==> src/rrsm_pkg.sv <==
// Shared types and constants of the registration retry controller.
// Used by rrsm_front, rrsm_back and the top level; depends on nothing.
package rrsm_pkg;

	// Low bits of now_ms that take part in deadline arithmetic
	localparam int TIME_BITS = 40;
	localparam int NOW_W     = 40;

	localparam int EVQ_DEPTH = 4;
	localparam int EVQ_AW    = $clog2(EVQ_DEPTH);
	localparam int RESQ_DEPTH = 2;
	localparam int RESQ_AW    = $clog2(RESQ_DEPTH);

	// Configuration register indexes
	localparam logic REG_RETRY_LIMIT = 1'b0;
	localparam logic REG_STEP_TMO    = 1'b1;

	localparam logic [3:0]  RETRY_LIMIT_RST = 4'd2;
	localparam logic [15:0] STEP_TMO_RST    = 16'd1200;

	// Input opcodes
	localparam logic [3:0] OP_INIT     = 4'd0;
	localparam logic [3:0] OP_RADIO    = 4'd1;
	localparam logic [3:0] OP_SIM      = 4'd2;
	localparam logic [3:0] OP_REG      = 4'd3;
	localparam logic [3:0] OP_MOBILITY = 4'd4;
	localparam logic [3:0] OP_PERIODIC = 4'd5;
	localparam logic [3:0] OP_CELL     = 4'd6;
	localparam logic [3:0] OP_FORCE    = 4'd7;
	localparam logic [3:0] OP_ACCEPT   = 4'd8;
	localparam logic [3:0] OP_REJECT   = 4'd9;
	localparam logic [3:0] OP_TICK     = 4'd10;

	// Reject causes
	localparam logic [2:0] RC_NONE       = 3'd0;
	localparam logic [2:0] RC_CONGESTION = 3'd1;
	localparam logic [2:0] RC_ILLEGAL_UE = 3'd2;
	localparam logic [2:0] RC_PLMN_NA    = 3'd3;
	localparam logic [2:0] RC_TA_NA      = 3'd4;

	// Registration type and trigger
	localparam logic       RT_INITIAL  = 1'b0;
	localparam logic       RT_MOBILITY = 1'b1;
	localparam logic [1:0] TRIG_EXPLICIT = 2'd0;
	localparam logic [1:0] TRIG_MOBILITY = 2'd1;
	localparam logic [1:0] TRIG_PERIODIC = 2'd2;

	// Procedure steps
	localparam logic [1:0] STEP_NONE = 2'd0;
	localparam logic [1:0] STEP_CELL = 2'd1;
	localparam logic [1:0] STEP_RESP = 2'd2;

	typedef enum logic [3:0] {
		EV_NOP,
		EV_INIT,
		EV_RADIO,
		EV_SIM,
		EV_REQ,
		EV_CELL,
		EV_FORCE,
		EV_ACCEPT,
		EV_REJECT,
		EV_TICK
	} ev_kind_t;

	typedef enum logic [5:0] {
		ST_OFF    = 6'b000001,
		ST_SIMNR  = 6'b000010,
		ST_DEREG  = 6'b000100,
		ST_SEARCH = 6'b001000,
		ST_REGING = 6'b010000,
		ST_REGD   = 6'b100000
	} mm_st_t;

	typedef enum logic [3:0] {
		C_NONE      = 4'd0,
		C_RADIO_OFF = 4'd1,
		C_POWER_ON  = 4'd2,
		C_SIM_NR    = 4'd3,
		C_SIM_READY = 4'd4,
		C_REQUESTED = 4'd5,
		C_ACCEPTED  = 4'd6,
		C_REJECTED  = 4'd7,
		C_TIMEOUT   = 4'd8,
		C_RETRY     = 4'd9
	} cause_t;

	// Classified event handed from front to back
	typedef struct packed {
		ev_kind_t               kind;
		logic                   flag_on;
		logic                   sim_in;
		logic                   submitted;
		logic                   non3gpp;
		logic                   rc_perm;
		logic                   rtype;
		logic [1:0]             rtrig;
		logic [TIME_BITS-1:0]   now;
		logic [TIME_BITS:0]     now_plus;
	} evt_t;

	// Status snapshot of one event
	typedef struct packed {
		logic [2:0]  mm_state;
		logic        in_procedure;
		logic [1:0]  step_code;
		logic [3:0]  trans_cause;
		logic        reject_permanent;
		logic [3:0]  retry_cnt;
		logic [15:0] attempt_number;
		logic        request_pending;
		logic        reg_kind;
		logic [1:0]  reg_trigger;
		logic        request_sent;
	} res_t;

endpackage

==> src/registration_retry_state_machine_core.sv <==
// Top level of the registration retry controller.
// Instantiates rrsm_front and rrsm_back; uses rrsm_pkg.

// Takes one event per clock while full is low and returns one status
// snapshot per event, in order. An event is written into the event queue,
// then applied to the state, and its snapshot is written into the result
// queue, where it is visible (empty low), once the result queue has room.
// The state update is combinational compare and add logic, so with pop
// held the block sustains one event per cycle; a 4-entry event queue and
// a 2-entry result queue absorb stalls on either side. Configuration writes
// take effect at once and are meant for times when no event is in flight.
module registration_retry_state_machine_core (
	input  logic                        clk,
	input  logic                        arst_n,
	input  logic                        wr_en,
	input  logic                        wr_index,
	input  logic [15:0]                 wr_data,
	input  logic                        push,
	output logic                        full,
	input  logic [3:0]                  opcode,
	input  logic                        flag_on,
	input  logic                        sim_in,
	input  logic                        was_submitted,
	input  logic                        accept_non3gpp,
	input  logic [2:0]                  rej_cause,
	input  logic [rrsm_pkg::NOW_W-1:0]  now_ms,
	output logic                        empty,
	input  logic                        pop,
	output logic [2:0]                  mm_state,
	output logic                        in_procedure,
	output logic [1:0]                  step_code,
	output logic [3:0]                  trans_cause,
	output logic                        reject_permanent,
	output logic [3:0]                  retry_cnt,
	output logic [15:0]                 attempt_number,
	output logic                        request_pending,
	output logic                        reg_kind,
	output logic [1:0]                  reg_trigger,
	output logic                        request_sent
);
	import rrsm_pkg::*;

	logic       evq_empty;
	logic       evq_pop;
	evt_t       evq_head;
	logic [3:0] retry_limit;
	res_t       res_head;

	rrsm_front u_front (
		.clk            (clk),
		.arst_n         (arst_n),
		.wr_en          (wr_en),
		.wr_index       (wr_index),
		.wr_data        (wr_data),
		.push           (push),
		.full           (full),
		.opcode         (opcode),
		.flag_on        (flag_on),
		.sim_in         (sim_in),
		.was_submitted  (was_submitted),
		.accept_non3gpp (accept_non3gpp),
		.rej_cause      (rej_cause),
		.now_ms         (now_ms),
		.retry_limit    (retry_limit),
		.evq_empty      (evq_empty),
		.evq_head       (evq_head),
		.evq_pop        (evq_pop)
	);

	rrsm_back u_back (
		.clk         (clk),
		.arst_n      (arst_n),
		.retry_limit (retry_limit),
		.evq_empty   (evq_empty),
		.evq_head    (evq_head),
		.evq_pop     (evq_pop),
		.empty       (empty),
		.pop         (pop),
		.res_head    (res_head)
	);

	assign mm_state         = res_head.mm_state;
	assign in_procedure     = res_head.in_procedure;
	assign step_code        = res_head.step_code;
	assign trans_cause      = res_head.trans_cause;
	assign reject_permanent = res_head.reject_permanent;
	assign retry_cnt        = res_head.retry_cnt;
	assign attempt_number   = res_head.attempt_number;
	assign request_pending  = res_head.request_pending;
	assign reg_kind         = res_head.reg_kind;
	assign reg_trigger      = res_head.reg_trigger;
	assign request_sent     = res_head.request_sent;

endmodule

==> src/rrsm_front.sv <==
// Front end: configuration registers, event classification and the event queue.
// Depends on rrsm_pkg; feeds rrsm_back.
module rrsm_front (
	input  logic                           clk,
	input  logic                           arst_n,
	input  logic                           wr_en,
	input  logic                           wr_index,
	input  logic [15:0]                    wr_data,
	input  logic                           push,
	output logic                           full,
	input  logic [3:0]                     opcode,
	input  logic                           flag_on,
	input  logic                           sim_in,
	input  logic                           was_submitted,
	input  logic                           accept_non3gpp,
	input  logic [2:0]                     rej_cause,
	input  logic [rrsm_pkg::NOW_W-1:0]     now_ms,
	output logic [3:0]                     retry_limit,
	output logic                           evq_empty,
	output rrsm_pkg::evt_t                 evq_head,
	input  logic                           evq_pop
);
	import rrsm_pkg::*;

	logic [3:0]           retry_limit_q;
	logic [15:0]          step_tmo_q;
	logic [TIME_BITS-1:0] now_t;
	evt_t                 evt;
	logic                 wr_ok;
	evt_t                 evq_q [EVQ_DEPTH];
	logic [EVQ_AW-1:0]    wr_ptr_q;
	logic [EVQ_AW-1:0]    rd_ptr_q;
	logic [EVQ_AW:0]      cnt_q;

	always_ff @(posedge clk or negedge arst_n) begin
		if (!arst_n) begin
			retry_limit_q <= RETRY_LIMIT_RST;
			step_tmo_q    <= STEP_TMO_RST;
		end else if (wr_en) begin
			unique case (wr_index)
				REG_RETRY_LIMIT: retry_limit_q <= wr_data[3:0];
				REG_STEP_TMO:    step_tmo_q    <= wr_data;
				default:         ;
			endcase
		end
	end

	assign retry_limit = retry_limit_q;
	assign now_t       = TIME_BITS'(now_ms);

	// Classify the opcode and precompute the candidate deadline
	always_comb begin
		evt.flag_on     = flag_on;
		evt.sim_in      = sim_in;
		evt.submitted   = was_submitted;
		evt.non3gpp     = accept_non3gpp;
		evt.rc_perm     = (rej_cause == RC_ILLEGAL_UE) || (rej_cause == RC_PLMN_NA)
			|| (rej_cause == RC_TA_NA);
		evt.now         = now_t;
		evt.now_plus    = (TIME_BITS + 1)'(now_t) + (TIME_BITS + 1)'(step_tmo_q);
		evt.rtype       = RT_INITIAL;
		evt.rtrig       = TRIG_EXPLICIT;
		unique case (opcode)
			OP_INIT:     evt.kind = EV_INIT;
			OP_RADIO:    evt.kind = EV_RADIO;
			OP_SIM:      evt.kind = EV_SIM;
			OP_REG:      evt.kind = EV_REQ;
			OP_MOBILITY: begin
				evt.kind  = EV_REQ;
				evt.rtype = RT_MOBILITY;
				evt.rtrig = TRIG_MOBILITY;
			end
			OP_PERIODIC: begin
				evt.kind  = EV_REQ;
				evt.rtype = RT_MOBILITY;
				evt.rtrig = TRIG_PERIODIC;
			end
			OP_CELL:     evt.kind = EV_CELL;
			OP_FORCE:    evt.kind = EV_FORCE;
			OP_ACCEPT:   evt.kind = EV_ACCEPT;
			OP_REJECT:   evt.kind = EV_REJECT;
			OP_TICK:     evt.kind = EV_TICK;
			default:     evt.kind = EV_NOP;
		endcase
	end

	assign full      = (cnt_q == (EVQ_AW + 1)'(EVQ_DEPTH));
	assign evq_empty = (cnt_q == '0);
	assign wr_ok     = push && !full;
	assign evq_head  = evq_q[rd_ptr_q];

	always_ff @(posedge clk) begin
		if (wr_ok)
			evq_q[wr_ptr_q] <= evt;
	end

	always_ff @(posedge clk or negedge arst_n) begin
		if (!arst_n) begin
			wr_ptr_q <= '0;
			rd_ptr_q <= '0;
			cnt_q    <= '0;
		end else begin
			if (wr_ok)
				wr_ptr_q <= (wr_ptr_q == EVQ_AW'(EVQ_DEPTH - 1)) ? '0 : wr_ptr_q + 1'b1;
			if (evq_pop)
				rd_ptr_q <= (rd_ptr_q == EVQ_AW'(EVQ_DEPTH - 1)) ? '0 : rd_ptr_q + 1'b1;
			if (wr_ok && !evq_pop)
				cnt_q <= cnt_q + 1'b1;
			else if (!wr_ok && evq_pop)
				cnt_q <= cnt_q - 1'b1;
		end
	end

	a_evq_bound: assert property (@(posedge clk) disable iff (!arst_n)
		cnt_q <= (EVQ_AW + 1)'(EVQ_DEPTH))
		else $error("event queue count over depth");

	a_evq_no_underflow: assert property (@(posedge clk) disable iff (!arst_n)
		evq_pop |-> !evq_empty)
		else $error("event queue popped while empty");

endmodule

==> src/rrsm_back.sv <==
// Back end: registration state, one event applied per cycle while the result queue has room.
// Depends on rrsm_pkg; takes classified events from rrsm_front.
module rrsm_back (
	input  logic            clk,
	input  logic            arst_n,
	input  logic [3:0]      retry_limit,
	input  logic            evq_empty,
	input  rrsm_pkg::evt_t  evq_head,
	output logic            evq_pop,
	output logic            empty,
	input  logic            pop,
	output rrsm_pkg::res_t  res_head
);
	import rrsm_pkg::*;

	typedef struct packed {
		mm_st_t             st;
		logic               proc;
		logic [1:0]         step;
		cause_t             cause;
		logic               perm;
		logic [3:0]         retries;
		logic [15:0]        attempt;
		logic               req;
		logic               ptype;
		logic [1:0]         ptrig;
		logic [TIME_BITS:0] deadline;
	} ctx_t;

	ctx_t                cur_q;
	ctx_t                nxt;
	logic                sent;
	logic [TIME_BITS:0]  dl;
	res_t                res;
	logic                res_space;
	logic                pop_ok;
	res_t                resq_q [RESQ_DEPTH];
	logic [RESQ_AW-1:0]  wr_ptr_q;
	logic [RESQ_AW-1:0]  rd_ptr_q;
	logic [RESQ_AW:0]    cnt_q;

	function automatic ctx_t go_dereg(ctx_t s, cause_t c);
		ctx_t r;
		r          = s;
		r.st       = ST_DEREG;
		r.proc     = 1'b0;
		r.step     = STEP_NONE;
		r.cause    = c;
		r.req      = 1'b0;
		r.retries  = '0;
		r.deadline = '0;
		return r;
	endfunction

	function automatic ctx_t clear_proc(ctx_t s, mm_st_t st, cause_t c);
		ctx_t r;
		r      = go_dereg(s, c);
		r.st   = st;
		r.perm = 1'b0;
		return r;
	endfunction

	function automatic ctx_t go_retry(ctx_t s, logic [TIME_BITS:0] next);
		ctx_t r;
		r          = s;
		r.retries  = s.retries + 1'b1;
		r.attempt  = s.attempt + 1'b1;
		r.st       = ST_SEARCH;
		r.proc     = 1'b1;
		r.step     = STEP_CELL;
		r.cause    = C_RETRY;
		r.perm     = 1'b0;
		r.deadline = next;
		return r;
	endfunction

	function automatic logic [2:0] state_code(mm_st_t st);
		logic [2:0] c;
		unique case (st)
			ST_OFF:    c = 3'd0;
			ST_SIMNR:  c = 3'd1;
			ST_DEREG:  c = 3'd2;
			ST_SEARCH: c = 3'd3;
			ST_REGING: c = 3'd4;
			ST_REGD:   c = 3'd5;
			default:   c = 3'd0;
		endcase
		return c;
	endfunction

	// Room in the result queue, counting a transfer out in this cycle
	assign pop_ok    = pop && !empty;
	assign res_space = (cnt_q != (RESQ_AW + 1)'(RESQ_DEPTH)) || pop_ok;
	assign evq_pop   = !evq_empty && res_space;

	always_comb begin
		nxt  = cur_q;
		sent = 1'b0;
		dl   = (cur_q.deadline == '0) ? evq_head.now_plus : cur_q.deadline;
		unique case (evq_head.kind)
			EV_INIT: begin
				nxt       = clear_proc(cur_q, ST_OFF, C_RADIO_OFF);
				nxt.ptype = RT_INITIAL;
				nxt.ptrig = TRIG_EXPLICIT;
				if (evq_head.flag_on) begin
					nxt.st    = evq_head.sim_in ? ST_DEREG : ST_SIMNR;
					nxt.cause = evq_head.sim_in ? C_POWER_ON : C_SIM_NR;
				end
			end
			EV_RADIO: begin
				if (!evq_head.flag_on)
					nxt = clear_proc(cur_q, ST_OFF, C_RADIO_OFF);
				else if (cur_q.st != ST_SIMNR) begin
					nxt      = go_dereg(cur_q, C_POWER_ON);
					nxt.perm = 1'b0;
				end
			end
			EV_SIM: begin
				if (!evq_head.flag_on)
					nxt = clear_proc(cur_q, ST_SIMNR, C_SIM_NR);
				else begin
					if (cur_q.st == ST_SIMNR)
						nxt.st = ST_DEREG;
					nxt.cause = C_SIM_READY;
				end
			end
			EV_REQ: begin
				nxt.req     = 1'b1;
				nxt.retries = '0;
				nxt.ptype   = evq_head.rtype;
				nxt.ptrig   = evq_head.rtrig;
				if (cur_q.st == ST_DEREG || cur_q.st == ST_REGD) begin
					nxt.attempt  = cur_q.attempt + 1'b1;
					nxt.st       = ST_SEARCH;
					nxt.proc     = 1'b1;
					nxt.step     = STEP_CELL;
					nxt.cause    = C_REQUESTED;
					nxt.perm     = 1'b0;
					nxt.deadline = '0;
				end
			end
			EV_CELL: begin
				if (cur_q.st == ST_SEARCH && cur_q.req && cur_q.step == STEP_CELL) begin
					sent = 1'b1;
					if (evq_head.submitted && !evq_head.non3gpp) begin
						nxt.perm     = 1'b0;
						nxt.st       = ST_REGING;
						nxt.step     = STEP_RESP;
						nxt.deadline = '0;
					end else begin
						// non-3GPP accept counts as a permanent reject; an unsent request takes it from the cause
						nxt      = go_dereg(cur_q, C_REJECTED);
						nxt.perm = evq_head.submitted ? 1'b1 : evq_head.rc_perm;
					end
				end
			end
			EV_FORCE: begin
				nxt.st       = ST_REGING;
				nxt.step     = STEP_RESP;
				nxt.deadline = '0;
			end
			EV_ACCEPT: begin
				if (cur_q.st == ST_REGING && cur_q.req)
					nxt = clear_proc(cur_q, ST_REGD, C_ACCEPTED);
			end
			EV_REJECT: begin
				if (cur_q.st == ST_REGING && cur_q.req) begin
					if (cur_q.proc && cur_q.step == STEP_RESP && !evq_head.rc_perm
						&& cur_q.retries < retry_limit)
						nxt = go_retry(cur_q, '0);
					else begin
						nxt      = go_dereg(cur_q, C_REJECTED);
						nxt.perm = evq_head.rc_perm;
					end
				end
			end
			EV_TICK: begin
				if ((cur_q.st == ST_SEARCH && cur_q.req && cur_q.step == STEP_CELL)
					|| (cur_q.st == ST_REGING && cur_q.req && cur_q.step == STEP_RESP)) begin
					nxt.deadline = dl;
					if ((TIME_BITS + 1)'(evq_head.now) >= dl) begin
						if (cur_q.retries < retry_limit)
							nxt = go_retry(cur_q, evq_head.now_plus);
						else begin
							nxt      = go_dereg(cur_q, C_TIMEOUT);
							nxt.perm = 1'b0;
						end
					end
				end else begin
					if (cur_q.st != ST_REGING && cur_q.st != ST_SEARCH) begin
						nxt.proc = 1'b0;
						nxt.step = STEP_NONE;
					end
					nxt.deadline = '0;
				end
			end
			default: ;
		endcase
	end

	always_comb begin
		res.mm_state         = state_code(nxt.st);
		res.in_procedure     = nxt.proc;
		res.step_code        = nxt.step;
		res.trans_cause      = nxt.cause;
		res.reject_permanent = nxt.perm;
		res.retry_cnt        = nxt.retries;
		res.attempt_number   = nxt.attempt;
		res.request_pending  = nxt.req;
		res.reg_kind         = nxt.ptype;
		res.reg_trigger      = nxt.ptrig;
		res.request_sent     = sent;
	end

	always_ff @(posedge clk or negedge arst_n) begin
		if (!arst_n) begin
			cur_q.st       <= ST_OFF;
			cur_q.proc     <= 1'b0;
			cur_q.step     <= STEP_NONE;
			cur_q.cause    <= C_RADIO_OFF;
			cur_q.perm     <= 1'b0;
			cur_q.retries  <= '0;
			cur_q.attempt  <= '0;
			cur_q.req      <= 1'b0;
			cur_q.ptype    <= RT_INITIAL;
			cur_q.ptrig    <= TRIG_EXPLICIT;
			cur_q.deadline <= '0;
		end else if (evq_pop) begin
			cur_q <= nxt;
		end
	end

	always_ff @(posedge clk) begin
		if (evq_pop)
			resq_q[wr_ptr_q] <= res;
	end

	always_ff @(posedge clk or negedge arst_n) begin
		if (!arst_n) begin
			wr_ptr_q <= '0;
			rd_ptr_q <= '0;
			cnt_q    <= '0;
		end else begin
			if (evq_pop)
				wr_ptr_q <= (wr_ptr_q == RESQ_AW'(RESQ_DEPTH - 1)) ? '0 : wr_ptr_q + 1'b1;
			if (pop_ok)
				rd_ptr_q <= (rd_ptr_q == RESQ_AW'(RESQ_DEPTH - 1)) ? '0 : rd_ptr_q + 1'b1;
			if (evq_pop && !pop_ok)
				cnt_q <= cnt_q + 1'b1;
			else if (!evq_pop && pop_ok)
				cnt_q <= cnt_q - 1'b1;
		end
	end

	assign empty    = (cnt_q == '0);
	assign res_head = resq_q[rd_ptr_q];

	a_resq_bound: assert property (@(posedge clk) disable iff (!arst_n)
		cnt_q <= (RESQ_AW + 1)'(RESQ_DEPTH))
		else $error("result queue count over depth");

	a_sent_only_cell: assert property (@(posedge clk) disable iff (!arst_n)
		(evq_pop && sent) |-> (evq_head.kind == EV_CELL))
		else $error("request flagged on an event other than cell found");

	a_step_follows_state: assert property (@(posedge clk) disable iff (!arst_n)
		(evq_pop && evq_head.kind == EV_REQ && (cur_q.st == ST_DEREG || cur_q.st == ST_REGD))
		|=> (cur_q.st == ST_SEARCH && cur_q.step == STEP_CELL && cur_q.proc))
		else $error("request from idle state did not start the procedure");

endmodule

==> config.mk <==
export PLATFORM = sky130hd
export DESIGN_NAME = registration_retry_state_machine_core
export DESIGN_NICKNAME = d
export VERILOG_FILES = /design/src/rrsm_pkg.sv /design/src/registration_retry_state_machine_core.sv /design/src/rrsm_front.sv /design/src/rrsm_back.sv
export SDC_FILE = /design/constraint.sdc
export NUM_CORES = 1
export LEC_CHECK = 0
export ABC_AREA = 1
export BUFFER_PORTS_ARGS = -buffer_cell sky130_fd_sc_hd__buf_2
export CAP_MARGIN = 10
export CORE_UTILIZATION = 45
export CTS_CLUSTER_SIZE = 16
export DETAILED_ROUTE_END_ITERATION = 10
export PLACE_DENSITY = 0.69
export RECOVER_POWER = 100
export SLEW_MARGIN = 10
export SYNTH_ARGS = -nofsm -noshare
export SYNTH_HDL_FRONTEND = slang
export SYNTH_SLANG_ARGS = --single-unit
==> constraint.sdc <==
create_clock -name clk -period 6.2 [get_ports clk]
set_clock_uncertainty 0.1 [all_clocks]
set_input_delay 0 -clock clk [delete_from_list [all_inputs] [get_ports clk]]
set_output_delay 0 -clock clk [all_outputs]
set_load 0.02 [all_outputs]
Yosys cells after proc, flatten, opt, wreduce, memory -nomap -nowiden
Memory sizes are Yosys's and may differ from the RTL's.
Index checks and enable logic that the tools add are counted.
{ "word_totals": {"word_cells": 178, "ff_bits": 110, "in_bits": 73, "mem_count": 2, "ramBits": 444} }
{ "classes": {"n_reduce_logical": 41, "muxes": 55, "bitwise_logic": 1, "eq_ne": 47, "magnitude_cmp": 2, "addsub": 11} }
{ "memory_table": {"columns": ["name", "depth", "word_bits", "read_ports", "rd_ports_with_merged_regs", "wr", "line_no", "text"], "rows": [
  ["u_front.evq_q", 4, 93, 1, 0, 1, "rrsm_front.sv:30", "evt_t evq_q [EVQ_DEPTH];"],
  ["u_back.resq_q", 2, 36, 1, 0, 1, "rrsm_back.sv:37", "res_t resq_q [RESQ_DEPTH];"]
]} }
{ "op_table": {"columns": ["cell", "n"], "rows": [
  ["79-bit 2-to-1 mux", 6],
  ["41-bit one-hot mux with 8 select lines", 1],
  ["29-bit one-hot mux with 8 select lines", 1],
  ["77-bit 2-to-1 mux", 2],
  ["41-bit 2-to-1 mux", 3],
  ["66-bit 2-to-1 mux", 1],
  ["6-bit one-hot mux with 9 select lines", 1],
  ["40-bit by 16-bit adder with 41-bit output", 1],
  ["40-bit by 41-bit >= comparator with 1-bit output", 1],
  ["41-bit zero test", 1],
  ["4-bit one-hot mux with 9 select lines", 1],
  ["4-bit by 3-bit == test with 1-bit output (second input constant)", 8],
  ["29-bit 2-to-1 mux", 1],
  ["24-bit 2-to-1 mux", 1],
  ["6-bit 2-to-1 mux", 4],
  ["3-bit 2-to-1 mux", 7],
  ["4-bit == test (second input constant)", 5],
  ["2-bit one-hot mux with 9 select lines", 1],
  ["16-bit by 1-bit adder with 16-bit output (second input constant)", 1],
  ["4-bit by 2-bit == test with 1-bit output (second input constant)", 4],
  ["1-bit logical AND", 16],
  ["16-bit 2-to-1 mux", 1],
  ["3-bit one-hot mux with 5 select lines", 1],
  ["14-bit 2-to-1 mux", 1],
  ["41 further kinds", 87]
]} }

Depth between registers and ports, before layout
{ "logic_depth": {"depth_word": 9, "depth_mapped": 31} }

Hierarchy
A second synthesis with hierarchy kept.
{ "unflattened": {"hier_cells": 2776, "hier_area_um2": 27192.3} }
{ "by_module_without_submodules": {"columns": ["mod", "area_each_um2", "cells_each", "instances"], "rows": [
  ["rrsm_front", 17177.7, 1493, 1],
  ["rrsm_back", 10014.6, 1283, 1]
]} }

Worst setup path after synthesis
Ideal clock, no wire load.
{ "synth_path": {"path_kind": "register to register", "startpoint": "register u_front.cnt_q[0]", "endpoint": "memory u_front.evq_q[0][0] (netlist name) (enable)", "period_less_slack_ns": 5.453, "path_stages_with_launch": 5, "path_buffers": 0, "required_ns": 5.555, "path_slack_ns": 0.747, "arrival_ns": 4.807, "path_cell_list": "dfrtp_1 > nor3_1 > nor2_1 > inv_1 > nor2_1"} }
{ "synth_via": {"elab_chain_cells": 5} }
{ "synth_rtl": {"columns": ["element", "line_no", "text"], "rows": [
  ["from (decl)", "rrsm_front.sv:33", "logic [EVQ_AW:0] cnt_q;"],
  ["from (signal assigned)", "rrsm_front.sv:108", "cnt_q <= cnt_q + 1'b1;"],
  ["from (signal assigned)", "rrsm_front.sv:110", "cnt_q <= cnt_q - 1'b1;"],
  ["3-bit == test", "rrsm_front.sv:87", "assign full = (cnt_q == (EVQ_AW + 1)'(EVQ_DEPTH));"],
  ["net full", "registration_retry_state_machine_core.sv:19", "output logic full,"],
  ["1-bit zero test", "rrsm_front.sv:89", "assign wr_ok = push && !full;"],
  ["1-bit logical AND", "rrsm_front.sv:89", null],
  ["net u_front.wr_ok", "rrsm_front.sv:29", "logic wr_ok;"],
  ["1-bit 2-to-1 mux", "rrsm_front.sv:93", "if (wr_ok)"],
  ["1-bit 2-to-1 mux (not written as such)", "rrsm_front.sv:94", "evq_q[wr_ptr_q] <= evt;"],
  ["to (decl)", "rrsm_front.sv:30", null]
]} }
The timed path passes the listed nets, and every way through them passes these cells.

Worst setup path after layout
{ "layout_path": {"startpoint": "register u_front.rd_ptr_q[0]", "endpoint": "register u_back.cur_q[24] (netlist name)"} }
{ "layout_via": {"elab_chain_cells": 6} }
{ "layout_rtl": {"columns": ["element", "line_no", "text"], "rows": [
  ["from (decl)", "rrsm_front.sv:32", "logic [EVQ_AW-1:0] rd_ptr_q;"],
  ["from (signal assigned)", "rrsm_front.sv:106", "rd_ptr_q <= (rd_ptr_q == EVQ_AW'(EVQ_DEPTH - 1)) ? '0 : rd_ptr_q + 1'b1;"],
  ["memory read 4 x 93 bit *", null, null],
  ["41-bit 2-to-1 mux", "rrsm_back.sv:99", "dl = (cur_q.deadline == '0) ? evq_head.now_plus : cur_q.deadline;"],
  ["40-bit by 41-bit >= comparator with 1-bit output", "rrsm_back.sv:181", "if ((TIME_BITS + 1)'(evq_head.now) >= dl) begin"],
  ["79-bit 2-to-1 mux", "rrsm_back.sv:181", null],
  ["41-bit 2-to-1 mux", "rrsm_back.sv:178", "if ((cur_q.st == ST_SEARCH && cur_q.req && cur_q.step == STEP_CELL)"],
  ["41-bit one-hot mux with 8 select lines", "rrsm_back.sv:100", "unique case (evq_head.kind)"],
  ["to (signal assigned)", "rrsm_back.sv:229", "cur_q <= nxt;"],
  ["to (decl)", "rrsm_back.sv:30", "ctx_t cur_q;"]
]} }
Every way passes the cells marked *; elsewhere a longest branch is shown, timed or not.
A chain may end at the register's enable or synchronous reset.

==> flow_summary.toml <==
[clocking]
root_buffer = "clkbuf_16"
cts_buffers = 58
clk_path_buf_depth = 3
path_clk_slew_ps = 60
clk_latency_ps = 630
cts_max_level = 2
ctsResizeCount = 0
cts_hold_buf = 76
post_cts_buffers = 0
cts_tree = "built"
clock-sinks = 554

[route]
drt_wl_total_um = 66000
drt-wirelength-per-cell_um = 18.6
vias_per_cell = 5.45
ant_nets = 0
drtIter0Drc = 1491
drc = 0
drtPass1Iterations = 7
vias = 19400

[critical_path]
critPathMaxStageDelay_ps = 940
required_ps = 6620
end_kind = "register"
crit_slowest_cell = "clkbuf_1"
critPathKind = "reg -> reg"
reg2reg_depth = 16
path_common_cell = "nand2_1"
critPathArrivalTime_ps = 5950
cp_cell_sequence = "inv_4, buf_4, clkbuf_1, nand2_1, o211ai_1, nand2_1, nor2_1, nand2_1, o211ai_4, inv_4, nor2_8, nand2_2, nor3_1, nand2_2, clkbuf_2, o22ai_1"
cp-start-kind = "register"
path_max_fanout = 49

[floorplanning]
die_area_um2 = 59800
io_pins = 111
die_h_um = 244
die_w_um = 244
initial_core_util = 0.457
rows = 88
core_um2 = 57900

[place]
place_inst = 3372
place.port_buffers = 110
place_hpwl_um = 42100
dpl_cell_area_um2 = 27800
place_congestion = 0.895

[cells_and_area]
drive_above_1_share = 0.0752
finalInstanceArea_um2 = 30200
area_delta_synth_final_pct = 14.2
antenna_cells = 0
final_cells = 3557
nets = 2886
finish.utilization = 0.522

[logic_synthesis]
synth_top_area_cell = "edfxtp_1"
synth_nets = 2724
async_flop_share = 0.199
synth.avg_cell_area_um2 = 10.3
synth_seq_cells = 554
synth_top_area_share = 0.504
synth_top_flop_cell = "edfxtp_1"
synth_area_um2 = 26500
synth_edf_count = 444
synthTopCellsByCount = "nand2_1, edfxtp_1, nor2_1, o21ai_0, inv_1"
ys_seq_area_frac = 0.608
synth_cell_types = 59
synthCells = 2581
synth_area_leaders = "edfxtp_1, dfrtp_1, nand2_1, o21ai_0, nor2_1"
synthMostInstantiatedCell = "nand2_1"
yosysWarnings = 0

[power_and_ir_drop]
power_density_nw_per_um2 = 586
power.leakage_nw = 11.7
vdd_drop_max_v = 0.000576

[global_routing]
overflow = 0
antenna_found_initial = 0
grt_pass1_vias = 19100
grt_pass1_wl_um = 104000
track_usage = 0.221
grt_max_degree = 187

[sta]
rsz0062_at_grt = "false"
min_period_over_period = 0.893
fin_crit_ps = 5540
finalMaxSlewViolations = 695
hold_viol = 0
setup_violations = 0
tightest_slew_ps = 4020
fin_setup_tns_ps = 0
relSlewSlack = -1.68
maxClockFrequency_mhz = 181

[run_status]
violations = "max-capacitance violations, max-slew violations"
outcome = "complete, but fails checks"

[worst_hold_path]
min_path_cells = 3
hp-class = "in -> reg"

[run]
maxCapViolations = 17
-- per-stage QoR --
stage / power (mW) / worst slack [ps] / hold WS (ps)
floorplan: 11.7 / 747 / -396
global placement: 13.9 / 1340 / 15.9
detailed placement: 14.2 / 1190 / 27.4
CTS: 17.9 / 1140 / 22.7
global route: 19.0 / 281 / 44.5
finish: 17.7 / 662 / 52.4
-- final cells by class --
class / instances / area, um^2
clock inverter: 39 / 499
multi-input combinational: 1709 / 8970
inverter: 207 / 782
timing repair buffer: 213 / 1390
sequential: 554 / 16100
clock buffer: 70 / 1530
tap: 765 / 957
fill: 5140 / 27700
-- flip-flops by register name (all words and copies together) (netlist names), 2 cells and up --
signal	flops
u_front.evq_q	372
u_back.cur_q	79
u_back.resq_q	72
u_front.step_tmo_q	16
u_front.retry_limit	4
u_front.cnt_q	3
u_back.cnt_q	2
u_front.rd_ptr_q	2
u_front.wr_ptr_q	2
-- final timing paths --
kind / slack, ps / startpoint / endpoint
max: 660 / u_front.rd_ptr_q[0] / u_back.cur_q[24]
min: 50 / wr_data[8] / u_front.step_tmo_q[8]
max reg2reg: 660 / u_front.rd_ptr_q[0] / u_back.cur_q[24]
min reg2reg: 420 / u_back.cur_q[57] / u_back.cur_q[57]
max in group asynchronous: 1870 / arst_n / u_front.rd_ptr_q[0]
min in group asynchronous: 590 / arst_n / u_back.cur_q[73]
-- power breakdown --
group	switching (mW)	internal, mW	leakage (nW)
clock	1.46	2.18	0.987
combinational	5.97	2.40	5.20
sequential	0.320	5.39	5.53
total	7.74	9.97	11.7
-- kinds of logic after synthesis --
| logic type | share of synthesized area |
|---|---|
| xor+xnor | 0.0175 |
| compound gates | 0.139 |
| mux | 0.00553 |
| simple gates | 0.148 |
| buf+inv | 0.0481 |
| flops | 0.608 |
| fa+ha+maj | 0.0337 |
-- worst max-delay path, delay by kind of cell, from the launching register on --
kind | cells | cell delay (ps)
DFF | 1 | 500
buffers and inverters | 5 | 2280
and+or+nand+nor | 8 | 1920
AOI/OAI and AO/OA | 3 | 600
-- layer usage --
layer	routed length [um]	global-route usage	part of all wire	vias up
met3	3330	0.0252	0.050	91
met1	28300	0.292	0.43	9440
met4	1330	0.0599	0.020	0
met2	33100	0.384	0.50	521
met5	0	0	0	-
li1	-	-	-	9335
-- layout by cell type, fill, tap and decap left out, types with 20 or more instances in the layout --
master	count
xor2_1	33
nand3_1	78
edfxtp_1	444
dlygate4sd3_1	75
nand2_1	484
ha_1	68
o22ai_1	101
o22ai_2	24
nand4_1	21
clkbuf_16	58
xnor2_1	20
dfrtp_1	101
nor2_1	335
a21oi_1	130
o21ai_0	290
buf_2	26
inv_1	199
clkbuf_1	103
(Power assumes the default switching activity.)
